## src/rtl/lglf_pkg.sv

```systemverilog
// Package: shared constants, command type and back-end states of the gap fill block.
`default_nettype none
package lglf_pkg;

   localparam int CELL_W         = 13;  // signed cell field
   localparam int VAL_W          = 12;  // coordinate magnitude
   localparam int GAP_W          = 6;   // held-back gap counter
   localparam int CNT_W          = 7;   // results per command, up to MAX_GAP + 1
   localparam int RW             = 8;   // rounding accumulator, below 4 * gap
   localparam int DIV_STEP_W     = 4;   // divider step counter
   localparam int MAX_GAP        = 63;
   localparam int COORD_BITS_DEF = 12;

   localparam logic [CELL_W-1:0] MISSING = {CELL_W{1'b1}};

   typedef enum logic {
      CMD_FILL,   // gap cells (filled or missing), then the known value
      CMD_MISS    // a run of missing cells only
   } cmd_kind_type;

   typedef struct packed {
      cmd_kind_type     kind;
      logic [CNT_W-1:0] count;
      logic             anc_ok;
      logic [VAL_W-1:0] anchor;
      logic [VAL_W-1:0] value;
   } cmd_type;

   typedef enum logic [1:0] {
      BK_IDLE,
      BK_DIV,
      BK_GAP,
      BK_LAST
   } back_state_type;

endpackage
`default_nettype wire

```

## src/rtl/lglf_if.sv

```systemverilog
// Interfaces: request and response channels with valid/ready handshake.
`default_nettype none
interface lglf_req_if;
   logic                              valid;
   logic                              ready;
   logic signed [lglf_pkg::CELL_W-1:0] cell_value;
   logic                              end_of_line;

   modport source (output valid, output cell_value, output end_of_line, input ready);
   modport sink   (input valid, input cell_value, input end_of_line, output ready);
endinterface

interface lglf_rsp_if;
   logic                              valid;
   logic                              ready;
   logic signed [lglf_pkg::CELL_W-1:0] filled_value;
   logic                              last_of_run;

   modport source (output valid, output filled_value, output last_of_run, input ready);
   modport sink   (input valid, input filled_value, input last_of_run, output ready);
endinterface
`default_nettype wire

```

## src/rtl/line_gap_linear_fill_top.sv

```systemverilog
// Top level of the line gap linear fill block: front end, command queue, back end.
//
//   channel   | dir | handshake     | payload
//   ----------+-----+---------------+-------------------------------------------
//   req_chan  | in  | valid / ready | cell_value (13 s), end_of_line (1)
//   rsp_chan  | out | valid / ready | filled_value (13 s), last_of_run (1)
//
// A cell is accepted whenever the two-entry command queue has room.
// The back end takes a command, then drives its results: a known cell with no gap gives
// its value; a filled gap of k cells first runs the divider (one quotient bit per cycle),
// then adds k; a gap with no anchor adds k missing cells; a missing run gives k only.
// Reset is synchronous and clears the line state, the queue and the output valid flag.
// A stalled rsp_chan holds its result; the queue lets the front keep accepting cells until it is full.
`default_nettype none
module line_gap_linear_fill_top #(
   parameter int COORD_BITS = lglf_pkg::COORD_BITS_DEF
) (
   input  wire logic  clock,
   input  wire logic  reset,
   lglf_req_if.sink   req_chan,
   lglf_rsp_if.source rsp_chan
);

   logic               q_full;
   logic               q_push;
   lglf_pkg::cmd_type  q_push_cmd;
   logic               q_pop;
   lglf_pkg::cmd_type  q_pop_cmd;
   logic               q_avail;

   // classify cells and hold the gap until its right-hand value arrives
   lglf_front #(
      .COORD_BITS (COORD_BITS)
   ) u_front (
      .clock    (clock),
      .reset    (reset),
      .req_chan (req_chan),
      .q_full   (q_full),
      .push     (q_push),
      .push_cmd (q_push_cmd)
   );

   // decouple acceptance from result bursts
   lglf_queue u_queue (
      .clock    (clock),
      .reset    (reset),
      .push     (q_push),
      .push_cmd (q_push_cmd),
      .full     (q_full),
      .pop      (q_pop),
      .pop_cmd  (q_pop_cmd),
      .avail    (q_avail)
   );

   // expand each command into its run of results
   lglf_back u_back (
      .clock    (clock),
      .reset    (reset),
      .q_avail  (q_avail),
      .q_cmd    (q_pop_cmd),
      .pop      (q_pop),
      .rsp_chan (rsp_chan)
   );

endmodule
`default_nettype wire

```

## src/rtl/lglf_front.sv

```systemverilog
// Front end: accept cells, track anchor and gap, issue commands to the queue.
`default_nettype none
module lglf_front #(
   parameter int COORD_BITS = lglf_pkg::COORD_BITS_DEF
) (
   input  wire logic              clock,
   input  wire logic              reset,
   lglf_req_if.sink               req_chan,
   input  wire logic              q_full,
   output logic                   push,
   output lglf_pkg::cmd_type      push_cmd
);

   localparam int AW = (COORD_BITS < lglf_pkg::VAL_W) ? COORD_BITS : lglf_pkg::VAL_W;
   localparam logic [lglf_pkg::VAL_W-1:0] CMAX = lglf_pkg::VAL_W'((1 << AW) - 1);

   logic [AW-1:0]                 anchor_ff, anchor_in;
   logic                          anc_ok_ff, anc_ok_in;
   logic [lglf_pkg::GAP_W-1:0]    gap_ff, gap_in;
   logic                          ovf_ff, ovf_in;

   logic                          accept;
   logic                          missing;
   logic [lglf_pkg::VAL_W-1:0]    raw;
   logic [AW-1:0]                 sat;
   logic [lglf_pkg::CNT_W-1:0]    gap_plus;

   assign req_chan.ready = !q_full;
   assign accept   = req_chan.valid && !q_full;
   assign missing  = req_chan.cell_value[lglf_pkg::CELL_W-1];
   assign raw      = req_chan.cell_value[lglf_pkg::VAL_W-1:0];
   assign sat      = (raw > CMAX) ? CMAX[AW-1:0] : raw[AW-1:0];
   assign gap_plus = lglf_pkg::CNT_W'(gap_ff) + lglf_pkg::CNT_W'(1);

   always_comb begin
      anchor_in       = anchor_ff;
      anc_ok_in       = anc_ok_ff;
      gap_in          = gap_ff;
      ovf_in          = ovf_ff;
      push            = 1'b0;
      push_cmd.kind   = lglf_pkg::CMD_MISS;
      push_cmd.count  = gap_plus;
      push_cmd.anc_ok = anc_ok_ff;
      push_cmd.anchor = lglf_pkg::VAL_W'(anchor_ff);
      push_cmd.value  = lglf_pkg::VAL_W'(sat);
      if (accept) begin
         if (missing) begin
            priority if (req_chan.end_of_line) begin
               push = 1'b1;
            end else if (ovf_ff) begin
               push           = 1'b1;
               push_cmd.count = lglf_pkg::CNT_W'(1);
            end else if (gap_ff >= lglf_pkg::GAP_W'(lglf_pkg::MAX_GAP)) begin
               // flush the whole gap unfilled
               push   = 1'b1;
               gap_in = '0;
               ovf_in = 1'b1;
            end else begin
               gap_in = gap_ff + lglf_pkg::GAP_W'(1);
            end
         end else begin
            push           = 1'b1;
            push_cmd.kind  = lglf_pkg::CMD_FILL;
            push_cmd.count = lglf_pkg::CNT_W'(gap_ff);
            anchor_in      = sat;
            anc_ok_in      = 1'b1;
            gap_in         = '0;
            ovf_in         = 1'b0;
         end
         if (req_chan.end_of_line) begin
            anchor_in = '0;
            anc_ok_in = 1'b0;
            gap_in    = '0;
            ovf_in    = 1'b0;
         end
      end
   end

   always_ff @(posedge clock) begin
      if (reset) begin
         anchor_ff <= '0;
         anc_ok_ff <= 1'b0;
         gap_ff    <= '0;
         ovf_ff    <= 1'b0;
      end else begin
         anchor_ff <= anchor_in;
         anc_ok_ff <= anc_ok_in;
         gap_ff    <= gap_in;
         ovf_ff    <= ovf_in;
      end
   end

endmodule
`default_nettype wire

```

## src/rtl/lglf_queue.sv

```systemverilog
// Two-entry command queue between front and back end.
`default_nettype none
module lglf_queue (
   input  wire logic              clock,
   input  wire logic              reset,
   input  wire logic              push,
   input  lglf_pkg::cmd_type      push_cmd,
   output logic                   full,
   input  wire logic              pop,
   output lglf_pkg::cmd_type      pop_cmd,
   output logic                   avail
);

   lglf_pkg::cmd_type  slot_ff [2];
   logic               wr_ptr_ff, wr_ptr_in;
   logic               rd_ptr_ff, rd_ptr_in;
   logic [1:0]         fill_ff, fill_in;
   logic               do_push, do_pop;

   assign full    = (fill_ff == 2'd2);
   assign avail   = (fill_ff != 2'd0);
   assign do_push = push && !full;
   assign do_pop  = pop && avail;
   assign pop_cmd = slot_ff[rd_ptr_ff];

   always_comb begin
      wr_ptr_in = wr_ptr_ff ^ do_push;
      rd_ptr_in = rd_ptr_ff ^ do_pop;
      fill_in   = fill_ff + 2'(do_push) - 2'(do_pop);
   end

   always_ff @(posedge clock) begin
      if (do_push) begin
         slot_ff[wr_ptr_ff] <= push_cmd;
      end
   end

   always_ff @(posedge clock) begin
      if (reset) begin
         wr_ptr_ff <= 1'b0;
         rd_ptr_ff <= 1'b0;
         fill_ff   <= 2'd0;
      end else begin
         wr_ptr_ff <= wr_ptr_in;
         rd_ptr_ff <= rd_ptr_in;
         fill_ff   <= fill_in;
      end
   end

endmodule
`default_nettype wire

```

## src/rtl/lglf_back.sv

```systemverilog
// Back end: run commands, divide once per anchored gap, step the interpolation, drive results.
`default_nettype none
module lglf_back (
   input  wire logic              clock,
   input  wire logic              reset,
   input  wire logic              q_avail,
   input  lglf_pkg::cmd_type      q_cmd,
   output logic                   pop,
   lglf_rsp_if.source             rsp_chan
);

   localparam int VW = lglf_pkg::VAL_W;
   localparam int GW = lglf_pkg::GAP_W;
   localparam int CW = lglf_pkg::CNT_W;
   localparam int RW = lglf_pkg::RW;
   localparam int SW = lglf_pkg::DIV_STEP_W;

   lglf_pkg::back_state_type st_ff, st_in;
   lglf_pkg::cmd_type        cmd_ff, cmd_in;
   logic [CW-1:0]            cnt_ff, cnt_in;
   logic                     up_ff, up_in;
   logic [VW-1:0]            quo_ff, quo_in;     // magnitude, then quotient
   logic [GW-1:0]            drem_ff, drem_in;   // divider remainder
   logic [SW-1:0]            step_ff, step_in;
   logic [VW-1:0]            qacc_ff, qacc_in;
   logic [RW-1:0]            racc_ff, racc_in;
   logic                     rsp_valid_ff, rsp_valid_in;
   logic [lglf_pkg::CELL_W-1:0] rsp_value_ff, rsp_value_in;
   logic                     rsp_last_ff, rsp_last_in;

   logic                     out_ld;
   logic                     emit;
   logic [lglf_pkg::CELL_W-1:0] emit_val;
   logic                     emit_last;
   logic [GW:0]              rem_sh;
   logic                     div_ge;
   logic [GW-1:0]            rem_new;
   logic [RW-1:0]            rsum, twok;
   logic                     wrap;
   logic [RW-1:0]            racc_nx;
   logic [VW-1:0]            qacc_nx;
   logic                     fill_on;

   assign out_ld = !rsp_valid_ff || rsp_chan.ready;

   // one restoring division step
   assign rem_sh  = {drem_ff, quo_ff[VW-1]};
   assign div_ge  = rem_sh >= {1'b0, cmd_ff.count[GW-1:0]};
   assign rem_new = div_ge ? GW'(rem_sh - {1'b0, cmd_ff.count[GW-1:0]}) : rem_sh[GW-1:0];

   // quotient/remainder stepping of round(diff*j/k)
   assign rsum    = racc_ff + RW'({drem_ff, 1'b0});
   assign twok    = RW'({cmd_ff.count[GW-1:0], 1'b0});
   assign wrap    = rsum >= twok;
   assign racc_nx = wrap ? (rsum - twok) : rsum;
   assign qacc_nx = qacc_ff + quo_ff + VW'(wrap);
   assign fill_on = (cmd_ff.kind == lglf_pkg::CMD_FILL) && cmd_ff.anc_ok;

   always_comb begin
      st_in = st_ff;
      unique case (st_ff)
         lglf_pkg::BK_IDLE: begin
            if (q_avail) begin
               priority if (q_cmd.kind == lglf_pkg::CMD_MISS) begin
                  st_in = lglf_pkg::BK_GAP;
               end else if (q_cmd.count == CW'(0)) begin
                  st_in = lglf_pkg::BK_LAST;
               end else if (q_cmd.anc_ok) begin
                  st_in = lglf_pkg::BK_DIV;
               end else begin
                  st_in = lglf_pkg::BK_GAP;
               end
            end
         end
         lglf_pkg::BK_DIV: begin
            if (step_ff == SW'(VW - 1)) begin
               st_in = lglf_pkg::BK_GAP;
            end
         end
         lglf_pkg::BK_GAP: begin
            if (out_ld && cnt_ff == CW'(1)) begin
               st_in = (cmd_ff.kind == lglf_pkg::CMD_MISS) ? lglf_pkg::BK_IDLE
                                                          : lglf_pkg::BK_LAST;
            end
         end
         lglf_pkg::BK_LAST: begin
            if (out_ld) begin
               st_in = lglf_pkg::BK_IDLE;
            end
         end
         default: st_in = lglf_pkg::BK_IDLE;
      endcase
   end

   always_comb begin
      cmd_in    = cmd_ff;
      cnt_in    = cnt_ff;
      up_in     = up_ff;
      quo_in    = quo_ff;
      drem_in   = drem_ff;
      step_in   = step_ff;
      qacc_in   = qacc_ff;
      racc_in   = racc_ff;
      pop       = 1'b0;
      emit      = 1'b0;
      emit_val  = lglf_pkg::MISSING;
      emit_last = 1'b0;
      unique case (st_ff)
         lglf_pkg::BK_IDLE: begin
            if (q_avail) begin
               pop     = 1'b1;
               cmd_in  = q_cmd;
               cnt_in  = q_cmd.count;
               up_in   = q_cmd.value >= q_cmd.anchor;
               quo_in  = (q_cmd.value >= q_cmd.anchor) ? (q_cmd.value - q_cmd.anchor)
                                                       : (q_cmd.anchor - q_cmd.value);
               drem_in = '0;
               step_in = '0;
            end
         end
         lglf_pkg::BK_DIV: begin
            quo_in  = {quo_ff[VW-2:0], div_ge};
            drem_in = rem_new;
            step_in = step_ff + SW'(1);
            qacc_in = '0;
            racc_in = RW'(cmd_ff.count);
         end
         lglf_pkg::BK_GAP: begin
            if (out_ld) begin
               emit      = 1'b1;
               cnt_in    = cnt_ff - CW'(1);
               emit_last = (cnt_ff == CW'(1)) && (cmd_ff.kind == lglf_pkg::CMD_MISS);
               if (fill_on) begin
                  qacc_in  = qacc_nx;
                  racc_in  = racc_nx;
                  emit_val = {1'b0, up_ff ? (cmd_ff.anchor + qacc_nx)
                                          : (cmd_ff.anchor - qacc_nx)};
               end
            end
         end
         lglf_pkg::BK_LAST: begin
            if (out_ld) begin
               emit      = 1'b1;
               emit_val  = {1'b0, cmd_ff.value};
               emit_last = 1'b1;
            end
         end
         default: begin
         end
      endcase
   end

   always_comb begin
      rsp_valid_in = rsp_valid_ff;
      rsp_value_in = rsp_value_ff;
      rsp_last_in  = rsp_last_ff;
      if (emit) begin
         rsp_valid_in = 1'b1;
         rsp_value_in = emit_val;
         rsp_last_in  = emit_last;
      end else if (rsp_chan.ready) begin
         rsp_valid_in = 1'b0;
      end
   end

   assign rsp_chan.valid        = rsp_valid_ff;
   assign rsp_chan.filled_value = rsp_value_ff;
   assign rsp_chan.last_of_run  = rsp_last_ff;

   always_ff @(posedge clock) begin
      cmd_ff       <= cmd_in;
      cnt_ff       <= cnt_in;
      up_ff        <= up_in;
      quo_ff       <= quo_in;
      drem_ff      <= drem_in;
      step_ff      <= step_in;
      qacc_ff      <= qacc_in;
      racc_ff      <= racc_in;
      rsp_value_ff <= rsp_value_in;
      rsp_last_ff  <= rsp_last_in;
   end

   always_ff @(posedge clock) begin
      if (reset) begin
         st_ff        <= lglf_pkg::BK_IDLE;
         rsp_valid_ff <= 1'b0;
      end else begin
         st_ff        <= st_in;
         rsp_valid_ff <= rsp_valid_in;
      end
   end

endmodule
`default_nettype wire

```

## src/flat_wrapper.sv

```systemverilog
// flat-port wrapper written by rule: the top's interface ports become plain ports
module line_gap_linear_fill_top_flat 
#(
   parameter int COORD_BITS = lglf_pkg::COORD_BITS_DEF
)
  (clock, reset, req_chan_valid, req_chan_cell_value, req_chan_end_of_line, req_chan_ready, rsp_chan_valid, rsp_chan_filled_value, rsp_chan_last_of_run, rsp_chan_ready);
  lglf_req_if req_chan_i ();
  lglf_rsp_if rsp_chan_i ();
  input  wire logic clock;
  input  wire logic reset;
  input wire logic [$bits(req_chan_i.valid)-1:0] req_chan_valid;
  input wire logic [$bits(req_chan_i.cell_value)-1:0] req_chan_cell_value;
  input wire logic [$bits(req_chan_i.end_of_line)-1:0] req_chan_end_of_line;
  output wire logic [$bits(req_chan_i.ready)-1:0] req_chan_ready;
  output wire logic [$bits(rsp_chan_i.valid)-1:0] rsp_chan_valid;
  output wire logic [$bits(rsp_chan_i.filled_value)-1:0] rsp_chan_filled_value;
  output wire logic [$bits(rsp_chan_i.last_of_run)-1:0] rsp_chan_last_of_run;
  input wire logic [$bits(rsp_chan_i.ready)-1:0] rsp_chan_ready;
  assign req_chan_i.valid = req_chan_valid;
  assign req_chan_i.cell_value = req_chan_cell_value;
  assign req_chan_i.end_of_line = req_chan_end_of_line;
  assign req_chan_ready = req_chan_i.ready;
  assign rsp_chan_valid = rsp_chan_i.valid;
  assign rsp_chan_filled_value = rsp_chan_i.filled_value;
  assign rsp_chan_last_of_run = rsp_chan_i.last_of_run;
  assign rsp_chan_i.ready = rsp_chan_ready;
  line_gap_linear_fill_top #(.COORD_BITS(COORD_BITS)) u_core (.clock(clock), .reset(reset), .req_chan(req_chan_i), .rsp_chan(rsp_chan_i));
endmodule
```

## config.mk

```make
export PLATFORM = sky130hd
export DESIGN_NAME = line_gap_linear_fill_top_flat
export DESIGN_NICKNAME = d
export VERILOG_FILES = /design/src/rtl/lglf_pkg.sv /design/src/rtl/lglf_if.sv /design/src/rtl/line_gap_linear_fill_top.sv /design/src/rtl/lglf_front.sv /design/src/rtl/lglf_queue.sv /design/src/rtl/lglf_back.sv /design/src/flat_wrapper.sv
export SDC_FILE = /design/constraint.sdc
export NUM_CORES = 1
export LEC_CHECK = 0
export BUFFER_PORTS_ARGS = -buffer_cell sky130_fd_sc_hd__buf_2
export CAP_MARGIN = 20
export CORE_UTILIZATION = 46
export CTS_CLUSTER_DIAMETER = 80
export CTS_CLUSTER_SIZE = 14
export DETAILED_ROUTE_END_ITERATION = 16
export GPL_TIMING_DRIVEN = 0
export PLACE_DENSITY = 0.64
export SLEW_MARGIN = 20
export SYNTH_ARGS = -nofsm -noshare
export SYNTH_HDL_FRONTEND = slang
export SYNTH_SLANG_ARGS = --single-unit
```

## constraint.sdc

```tcl
create_clock -name clock -period 15.8 [get_ports clock]
set_clock_uncertainty 0.05 [all_clocks]
set_input_delay 3.16 -clock clock [delete_from_list [all_inputs] [get_ports clock]]
set_output_delay 3.16 -clock clock [all_outputs]
set_load 0.03 [all_outputs]
```

==> results of run 1 <==
-- critical path: stages (launching register included) --
cell and delay (ps):
edfxtp_1 440, ha_1 270, fa_1 410, a21oi_1 170, nor2_1 50, nor2_1 140
xnor2_1 190, ha_1 320, inv_1 90, o21bai_1 110, o21a_1 200, nor3_2 680
fa_1 410, fa_1 530, ha_1 320, inv_1 30, mux2i_1 230, ha_1 300
a211oi_1 210, o21bai_1 110, a21oi_1 250, nor2b_1 90, o21a_1 200, o41ai_1 430
o21ai_0 200, xor2_1 190, o22a_1 160
-- flip-flops by register name (all words and copies together), names as in the netlist, 2 cells and up --
register                             flops
u_core.u_back.cmd_ff                    33
u_core.u_back.cnt_ff                     7
u_core.u_back.drem_ff                    6
u_core.u_back.qacc_ff                   12
u_core.u_back.quo_ff                    12
u_core.u_back.racc_ff                    8
u_core.u_back.rsp_chan.filled_value     13
u_core.u_back.st_ff                      2
u_core.u_back.step_ff                    4
u_core.u_front.anchor_ff                12
u_core.u_front.gap_ff                    6
u_core.u_queue.fill_ff                   2
u_core.u_queue.slot_ff                  66
-- per-layer routing --
layer	up-vias	global-route usage, %	wire (µm)
met2	109	29.1	9310
li1	3375	-	-
met4	0	5.38	297
met5	-	0	0
met1	3159	25.6	10000
met3	21	3.22	623
-- path summary, 6_finish.rpt --
path                                          startpoint                                                end  slack [ps]
hold reg to reg    u_core.u_front.anc_ok_ff$_SDFFE_PP0P_            u_core.u_queue.slot_ff[0][24]$_DFFE_PP_         400
setup / recovery  u_core.u_back.drem_ff[0]$_SDFFCE_PN0P_  u_core.u_back.rsp_chan.filled_value[11]$_DFFE_PP_        8750
setup reg to reg  u_core.u_back.drem_ff[0]$_SDFFCE_PN0P_  u_core.u_back.rsp_chan.filled_value[11]$_DFFE_PP_        8750
hold / removal     u_core.u_front.anc_ok_ff$_SDFFE_PP0P_            u_core.u_queue.slot_ff[0][24]$_DFFE_PP_         400
-- cell type report --
| type | instances | share of cell area [%] |
|---|---|---|
| Clock inverter | 14 | 1.55 |
| Timing Repair Buffer | 35 | 1.79 |
| Buffer | 36 | 1.19 |
| Inverter | 65 | 2.12 |
| Clock buffer | 18 | 3.73 |
| Multi-Input combinational cell | 608 | 39.3 |
| Tap cell | 280 | 3.05 |
| Sequential cell | 190 | 47.3 |
-- layout by cell type, fill, tap and decap left out, types with 5 or more instances in the layout --
master	n
edfxtp_1	163
nor2_1	72
ha_1	69
inv_1	64
a21oi_1	63
xnor2_1	43
o21ai_0	43
mux2i_1	37
clkbuf_1	36
nand2_1	36
buf_2	34
dfxtp_1	27
nor2b_1	18
nor3_1	17
clkbuf_16	17
nand2b_1	16
xor2_1	15
mux2_2	15
a21o_1	13
o22a_1	12
a22o_1	12
a31oi_1	11
nand3_1	10
o21bai_1	9
and3_1	9
fa_1	8
nand4_1	7
and2_1	6
o31ai_1	6
o21a_1	5
a211oi_1	5
-- kinds of logic after synthesis --
group | count (synthesis)
adder cells (fa/ha/maj) | 79
AO/OA/AOI/OAI | 202
flip-flops | 190
buffers and inverters | 101
AND/OR/NAND/NOR | 216
multiplexers | 52
XOR/XNOR | 59
-- cells in the mapped netlist (13+ instances only) --
master      n  area, µm²
xor2_1     15        131
o21ai_0    43        215
ha_1       71        888
clkbuf_1   35        131
mux2_2     15        169
a21oi_1    63        315
nor2b_1    18        113
dfxtp_1    27        541
xnor2_1    43        377
nor2_1     72        270
nand2b_1   16        100
nor3_1     17       85.1
a21o_1     13       97.6
inv_1      65        244
nand2_1    36        135
mux2i_1    37        370
edfxtp_1  163       4890
-- per-stage QoR --
| stage | hold slack (ps) | area (µm²) | utilization, % | cells |
|---|---|---|---|---|
| after floorplan | 376 | 10300 | - | 899 |
| after global placement | 384 | 10800 | 49.5 | 1212 |
| after detailed placement | 389 | 10900 | 49.7 | 1214 |
| after CTS | 404 | 11500 | 52.5 | 1246 |
| after global routing | 413 | 11500 | 52.5 | 1246 |
| final | 400 | 11500 | 52.5 | 1246 |
==> reports/qor.csv, run 1 <==
metric;value;unit
critPathKind;flop to flop;
clockRootBuffer;clkbuf_16;
grt_max_degree;37;
relSlewSlack;26.1;%
timing.final.crit_share;44.6;%
synth_edf_count;163;
synthCells;899;
avgSynthCellArea;11.5;µm²
synth-simple-area-share;10.6;%
cts_resized;0;
clk_pin_slew;70;ps
vias_per_cell;5.35;
drt_pass1_iterations;5;
core;21900;µm²
ys.flop_type;edfxtp_1;
antenna_cells;0;
clockBufferDepth;2;
area_growth;11.3;%
place_congestion;0.866;
drcViolationCount;0;
synth_area;10300;µm²
finalSetupViolCount;0;
pre_cts_slack;8790;ps
fp.dieH;152;µm
grt_overflow;0;
crit_arrival;7180;ps
seq_area;5440;µm²
final.fill_count;1930;
htreeDepth;4;
drive_gt1_share;9.94;%
grt_pass1_vias;6467;
antenna_found_initial;0;
ys_seq_elements;190;
ios;34;
critPathCaptureType;flop;
ys_seq_area_share;52.6;%
cts_hold_buf;0;
synthXorXnorAreaFrac;5.14;%
rows;54;
groute.usage.overall;18.3;%
die_w;152;µm
required;15930;ps
fin_ws;8750;ps
synth_top_family_by_area;compound AO/OA/AOI/OAI gates;
ant_nets;0;
synth_compound_area_share;12.6;%
ff2ff_path_depth;26;
min_path_type;flop to flop;
min_period;7050;ps
worstSkewPairLatency;430;ps
dp_hpwl;15100;µm
synth.area.mux_share;5.22;%
synthDistinctLibCells;64;
yosys.area_share.adder;10.2;%
start_kind;flop;
grt_pass1_wl;33300;µm
setup_tns;0;ps
fmax;142;MHz
async_reset_ff_share;0;%
yosysWarnings;0;
multi_input_area;4520;µm²
synth_nets;996;
maxCapViolCount;0;
tightest_slew;1100;ps
vias;6664;
start_util;47.2;%
rsz0062_at_grt;false;
finalMaxSlewViolations;0;
drt_wl_total;20200;µm
die_area;23100;µm²
first_iter_violations;380;
min_path_cells;0;
portBuffers;33;
nets;1050;
post_drt_wl_per_cell;16.2;µm
clkSinkCount;190;
run_status;finished, final reports clean;
finalHoldViolations;0;
cts_buffers;17;
post_cts_buffers;0;
path_max_fanout;8;
cts_tree;yes;
Power of run 1 is not shown: default switching activity piles up to over one toggle a cycle in this logic, so the estimate is an artifact.
==> inputs of run 2 (changes only) <==
ABC_AREA = 1   (was not set)
PLACE_DENSITY = 0.66   (was 0.64)
clock period = 5.8 ns   (was 15.8 ns; I/O delays follow)
==> reports/qor.csv, run 2 <==
metric;value;unit;change
place_congestion;0.860;;-0.65%
fin_ws;62.7;ps;-8690 ps
die_area;24200;µm²;+5.1%
critPathKind;flop to flop;;
drt_pass1_iterations;7;;+2
tightest_slew;977;ps;-120 ps
cpMaxStageDelayCell;fa_2;;
crit_top_cell;ha_4;;
pre_cts_slack;-529;ps;-9320 ps
portBuffers;33;;unchanged
largest_reg_flops;66;;unchanged
ys.flop_type;edfxtp_1;;
ios;34;;unchanged
clk_pin_slew;70;ps;about the same
final_common_cell;nand2_1;;
dp_hpwl;17600;µm;+16%
vias_per_cell;5.09;;-4.7%
die_w;156;µm;+2.5%
clockBufferDepth;2;;unchanged
async_reset_ff_share;0;%;unchanged
placed_area;11500;µm²;+5.8%
synth_top_area_share;45.1;%;-2.3 points
stdcell_area;12700;µm²;+11%
critPathCaptureType;flop;;
yosysWarnings;0;;unchanged
finalMaxSlewViolations;0;;unchanged
fp.dieH;156;µm;+2.5%
start_kind;flop;;
antenna_cells;0;;unchanged
path_max_fanout;6;;-2
drive_gt1_share;18.6;%;+8.7 points
yosysMostFrequentCell;nand2_1;;
ys_top_cells_by_area;edfxtp_1 (45%), ha_1 (8.2%), nand2_1 (6.3%), inv_1 (5.9%), dfxtp_1 (5.0%);;
synth_area;10900;µm²;+5.2%
ys_seq_area_share;50.0;%;-2.6 points
required;5950;ps;-9980 ps
cts_tree;yes;;
grt_pass1_wl;37900;µm;+14%
finalHoldViolations;0;;unchanged
ant_nets;0;;unchanged
vias;7937;;+19%
synth_edf_count;163;;unchanged
core;22900;µm²;+4.7%
drt_wl_total;23600;µm;+16%
seq_area;5440;µm²;unchanged
synthDistinctLibCells;54;;-16%
clkSinkCount;190;;unchanged
nets;1329;;+27%
fin_cells;1558;;+25%
grt_max_degree;29;;-22%
drcViolationCount;0;;unchanged
start_util;47.4;%;+0.23 points
antenna_found_initial;0;;unchanged
synthCells;1151;;+28%
avgSynthCellArea;9.44;µm²;-18%
ys_seq_elements;190;;unchanged
finalSetupViolCount;0;;unchanged
relSlewSlack;34.7;%;+8.6 points
cts_buffers;17;;unchanged
first_iter_violations;423;;+11%
htreeDepth;4;;unchanged
min_path_type;flop to flop;;
final.fill_count;2001;;+3.7%
fmax;174;MHz;+23%
synth_nets;1248;;+25%
area_growth;17.2;%;
crit_arrival;5890;ps;-1290 ps
setup_tns;0;ps;unchanged
timing.final.crit_share;98.9;%;+54 points
rsz0062_at_grt;true;;
dp_cells;1501;;+24%
groute.usage.overall;20.2;%;+2.0 points
max_stage_delay;590;ps;-90 ps
multi_input_area;4960;µm²;+9.9%
post_drt_wl_per_cell;15.1;µm;-6.9%
clockRootBuffer;clkbuf_16;;
rows;55;;+1.9%
maxCapViolCount;0;;unchanged
yosysTopAreaCell;edfxtp_1;;
worstSkewPairLatency;430;ps;about the same
cts_hold_buf;0;;unchanged
post_synth_most_frequent_cells;nand2_1 (183), inv_1 (171), edfxtp_1 (163);;
grt_pass1_vias;7759;;+20%
min_period;5740;ps;-1310 ps
largest-register;u_core.u_queue.slot_ff;;
layout_common_cells;nand2_1 (174), inv_1 (167), edfxtp_1 (163);;
run_status;finished, final reports clean;;
grt_overflow;0;;unchanged
run 2: changes by cell type after synthesis, sizes merged, moves of 27 or more:
| cell | previous run | this run |
|---|---|---|
| mux2i | 37 | 0 |
| nand3 | 10 | 60 |
| xnor2 | 43 | 16 |
| nand2 | 36 | 197 |
| o21ai | 44 | 95 |
| or2 | 5 | 34 |
| inv | 65 | 177 |
run 2: stage by stage:
stage               utilization [%]  hold WS (ps)
global placement               49.8           383
floorplan                         -           376
CTS                            53.8           407
detailed placement             50.3           390
finish                         55.6           409
global route                   55.6           418
run 2: final timing paths:
kind | from | end | slack (ps) | cells past startpoint
setup reg to reg | u_core.u_back.drem_ff[2]$_SDFFCE_PN0P_ | u_core.u_back.rsp_chan.filled_value[11]$_DFFE_PP_ | 60 | 32
hold reg to reg | u_core.u_front.anchor_ff[1]$_SDFFE_PP0P_ | u_core.u_queue.slot_ff[0][13]$_DFFE_PP_ | 410 | 0
hold / removal | u_core.u_front.anchor_ff[1]$_SDFFE_PP0P_ | u_core.u_queue.slot_ff[0][13]$_DFFE_PP_ | 410 | 0
setup / recovery | u_core.u_back.drem_ff[2]$_SDFFCE_PN0P_ | u_core.u_back.rsp_chan.filled_value[11]$_DFFE_PP_ | 60 | 32
run 2: cells by family (layout without fill, tap and decap cells):
kind of cell	count (synthesis)	count (layout)	synth area share [%]
AO/OA/AOI/OAI	221	221	11.9
buffers and inverters	219	313	7.83
adder cells (fa/ha/maj)	79	79	9.65
XOR/XNOR	55	55	4.50
flip-flops	190	190	50.0
AND/OR/NAND/NOR	387	387	16.1
run 2: final cells by class:
class | instances | area share [%]
Multi-Input combinational cell | 742 | 39.0
Inverter | 178 | 5.29
Clock buffer | 19 | 3.40
Sequential cell | 190 | 42.7
Clock inverter | 13 | 1.65
Timing Repair Buffer | 62 | 3.48
Buffer | 41 | 1.42
Tap cell | 313 | 3.08
run 2: critical path, delay by kind of cell, from the launching register on:
kind / cells / cell delay (ps)
flip-flops: 1 / 460
AO/OA/AOI/OAI: 6 / 980
buffers and inverters: 6 / 370
XOR/XNOR: 2 / 400
adder cells (fa/ha/maj): 6 / 1950
AND/OR/NAND/NOR: 12 / 1270
run 2: what timing repair did:
item / 4_1_cts / 5_1_grt
gates resized for setup: 15 / 58
setup buffers: 12 / 14
endpoints found under the setup margin: 7 / 7
cloned: 0 / 0
pin swaps: 9 / 46
run 2: per-layer routing:
layer  vias to the layer above  GRT usage (%)  routed length (µm)
li1                       4040              -                   -
met1                      3716           25.8               10900
met2                       149           35.4               11500
met3                        32           3.28                 783
met4                         0           5.98                 436
met5                         -              0                   0
Power of run 2 is left out for the same reason.
==> inputs of run 3 (changes only) <==
CORE_ASPECT_RATIO = 0.75   (was not set)
CTS_CLUSTER_DIAMETER = 50   (was 80)
PLACE_DENSITY = not set   (was 0.66)
==> reports/qor.csv, run 3 (synthesis gave the netlist of run 2 again) <==
metric;value;unit;change
post_drt_wl_per_cell;15.6;µm;+3.2%
drt_wl_total;24100;µm;+2.4%
drt_pass1_iterations;7;;unchanged
tightest_slew;943;ps;-33.3 ps
groute.usage.overall;20.5;%;+0.27 points
maxCapViolCount;0;;unchanged
drcViolationCount;0;;unchanged
min_period;5690;ps;-44.1 ps
cpMaxStageDelayCell;fa_2;;
clkSinkCount;190;;unchanged
vias_per_cell;5.09;;-0.14%
required;5960;ps;about the same
grt_overflow;0;;unchanged
critPathCaptureType;flop;;
fin_cells;1545;;-0.83%
cp.buffers_inverters;4;;-2
drive_gt1_share;18.2;%;-0.48 points
rsz0062_at_grt;true;;
cts_buffers;17;;unchanged
grt_pass1_vias;7449;;-4.0%
cts_tree;yes;;
htreeDepth;4;;unchanged
clk_pin_slew;80;ps;about the same
clockRootBuffer;clkbuf_16;;
cp_top_family;adder cells;;
crit_arrival;5850;ps;-40 ps
rows;48;;-13%
path_max_fanout;6;;unchanged
die_w;179;µm;+15%
grt_max_degree;30;;+3.4%
largest_reg_flops;66;;unchanged
max_stage_delay;610;ps;+20 ps
finalSetupViolCount;0;;unchanged
first_iter_violations;642;;+52%
largest-register;u_core.u_queue.slot_ff;;
place_congestion;0.839;;-2.4%
timing.final.crit_share;98.2;%;-0.76 points
finalHoldViolations;0;;unchanged
core;23100;µm²;+0.64%
fmax;176;MHz;+0.77%
dp_hpwl;18200;µm;+3.3%
min_path_type;flop to flop;;
relSlewSlack;37.0;%;+2.2 points
grt_pass1_wl;38400;µm;+1.2%
setup_tns;0;ps;unchanged
ant_nets;0;;unchanged
ios;34;;unchanged
nets;1329;;unchanged
final_common_cell;nand2_1;;
clockBufferDepth;2;;unchanged
run_status;finished, final reports clean;;
final.fill_count;2085;;+4.2%
finalMaxSlewViolations;0;;unchanged
die_area;24200;µm²;about the same
fp.dieH;135;µm;-13%
area_growth;16.0;%;
start_kind;flop;;
vias;7860;;-0.97%
start_util;47.1;%;-0.30 points
portBuffers;33;;unchanged
antenna_found_initial;0;;unchanged
stdcell_area;12600;µm²;-1.0%
worstSkewPairLatency;440;ps;about the same
critPathKind;flop to flop;;
layout_common_cells;nand2_1 (176), inv_1 (166), edfxtp_1 (163);;
placed_area;11500;µm²;-0.11%
fin_hold_ws;408;ps;-0.863 ps
dp_cells;1488;;-0.87%
antenna_cells;0;;unchanged
[run 3: cell count changes in the layout (fill, tap and decap cells not counted), sizes merged]
cell	delta
clkinvlp	-1
clkbuf	+5
bufinv	-4
[run 3: area by class of cell]
class,count,area [µm²],area share (%)
multi-input combinational,742,4870,38.7
buffer,41,180,1.43
clock buffer,24,536,4.25
clock inverter,8,90.1,0.715
sequential,190,5440,43.1
tap,300,375,2.98
inverter,178,673,5.34
timing repair buffer,62,439,3.49
[run 3: worst paths after layout]
kind                                                             start                                           endpoint  slack (ps)  cells past startpoint
worst max-delay path            u_core.u_back.drem_ff[0]$_SDFFCE_PN0P_  u_core.u_back.rsp_chan.filled_value[11]$_DFFE_PP_         110                     31
worst min-delay path             u_core.u_front.anc_ok_ff$_SDFFE_PP0P_            u_core.u_queue.slot_ff[1][24]$_DFFE_PP_         410                      0
worst max register to register  u_core.u_back.drem_ff[0]$_SDFFCE_PN0P_  u_core.u_back.rsp_chan.filled_value[11]$_DFFE_PP_         110                     31
worst min register to register   u_core.u_front.anc_ok_ff$_SDFFE_PP0P_            u_core.u_queue.slot_ff[1][24]$_DFFE_PP_         410                      0
[run 3: metrics by stage]
| stage | utilization (%) | worst slack (ps) |
|---|---|---|
| floorplan | - | 282 |
| global placement | 49.5 | -522 |
| detailed placement | 49.9 | -446 |
| CTS | 53.0 | 8.47 |
| global route | 54.6 | -240 |
| finish | 54.6 | 107 |
[run 3: timing repair]
action	4_1_cts	5_1_grt
hold buffers	0	0
buffers inserted	5	20
cloned	0	0
pin swaps	6	35
gates resized for setup	12	50
endpoints found under the setup margin	5	7
endpoints found under the hold margin	0	0
[run 3: layer usage]
| layer | GRT usage (%) | share of wire, % |
|---|---|---|
| met5 | 0 | 0 |
| met4 | 5.12 | 1.3 |
| met2 | 30.4 | 41 |
| met3 | 3.64 | 4.6 |
| met1 | 30.9 | 53 |
Power of run 3 is left out for the same reason.
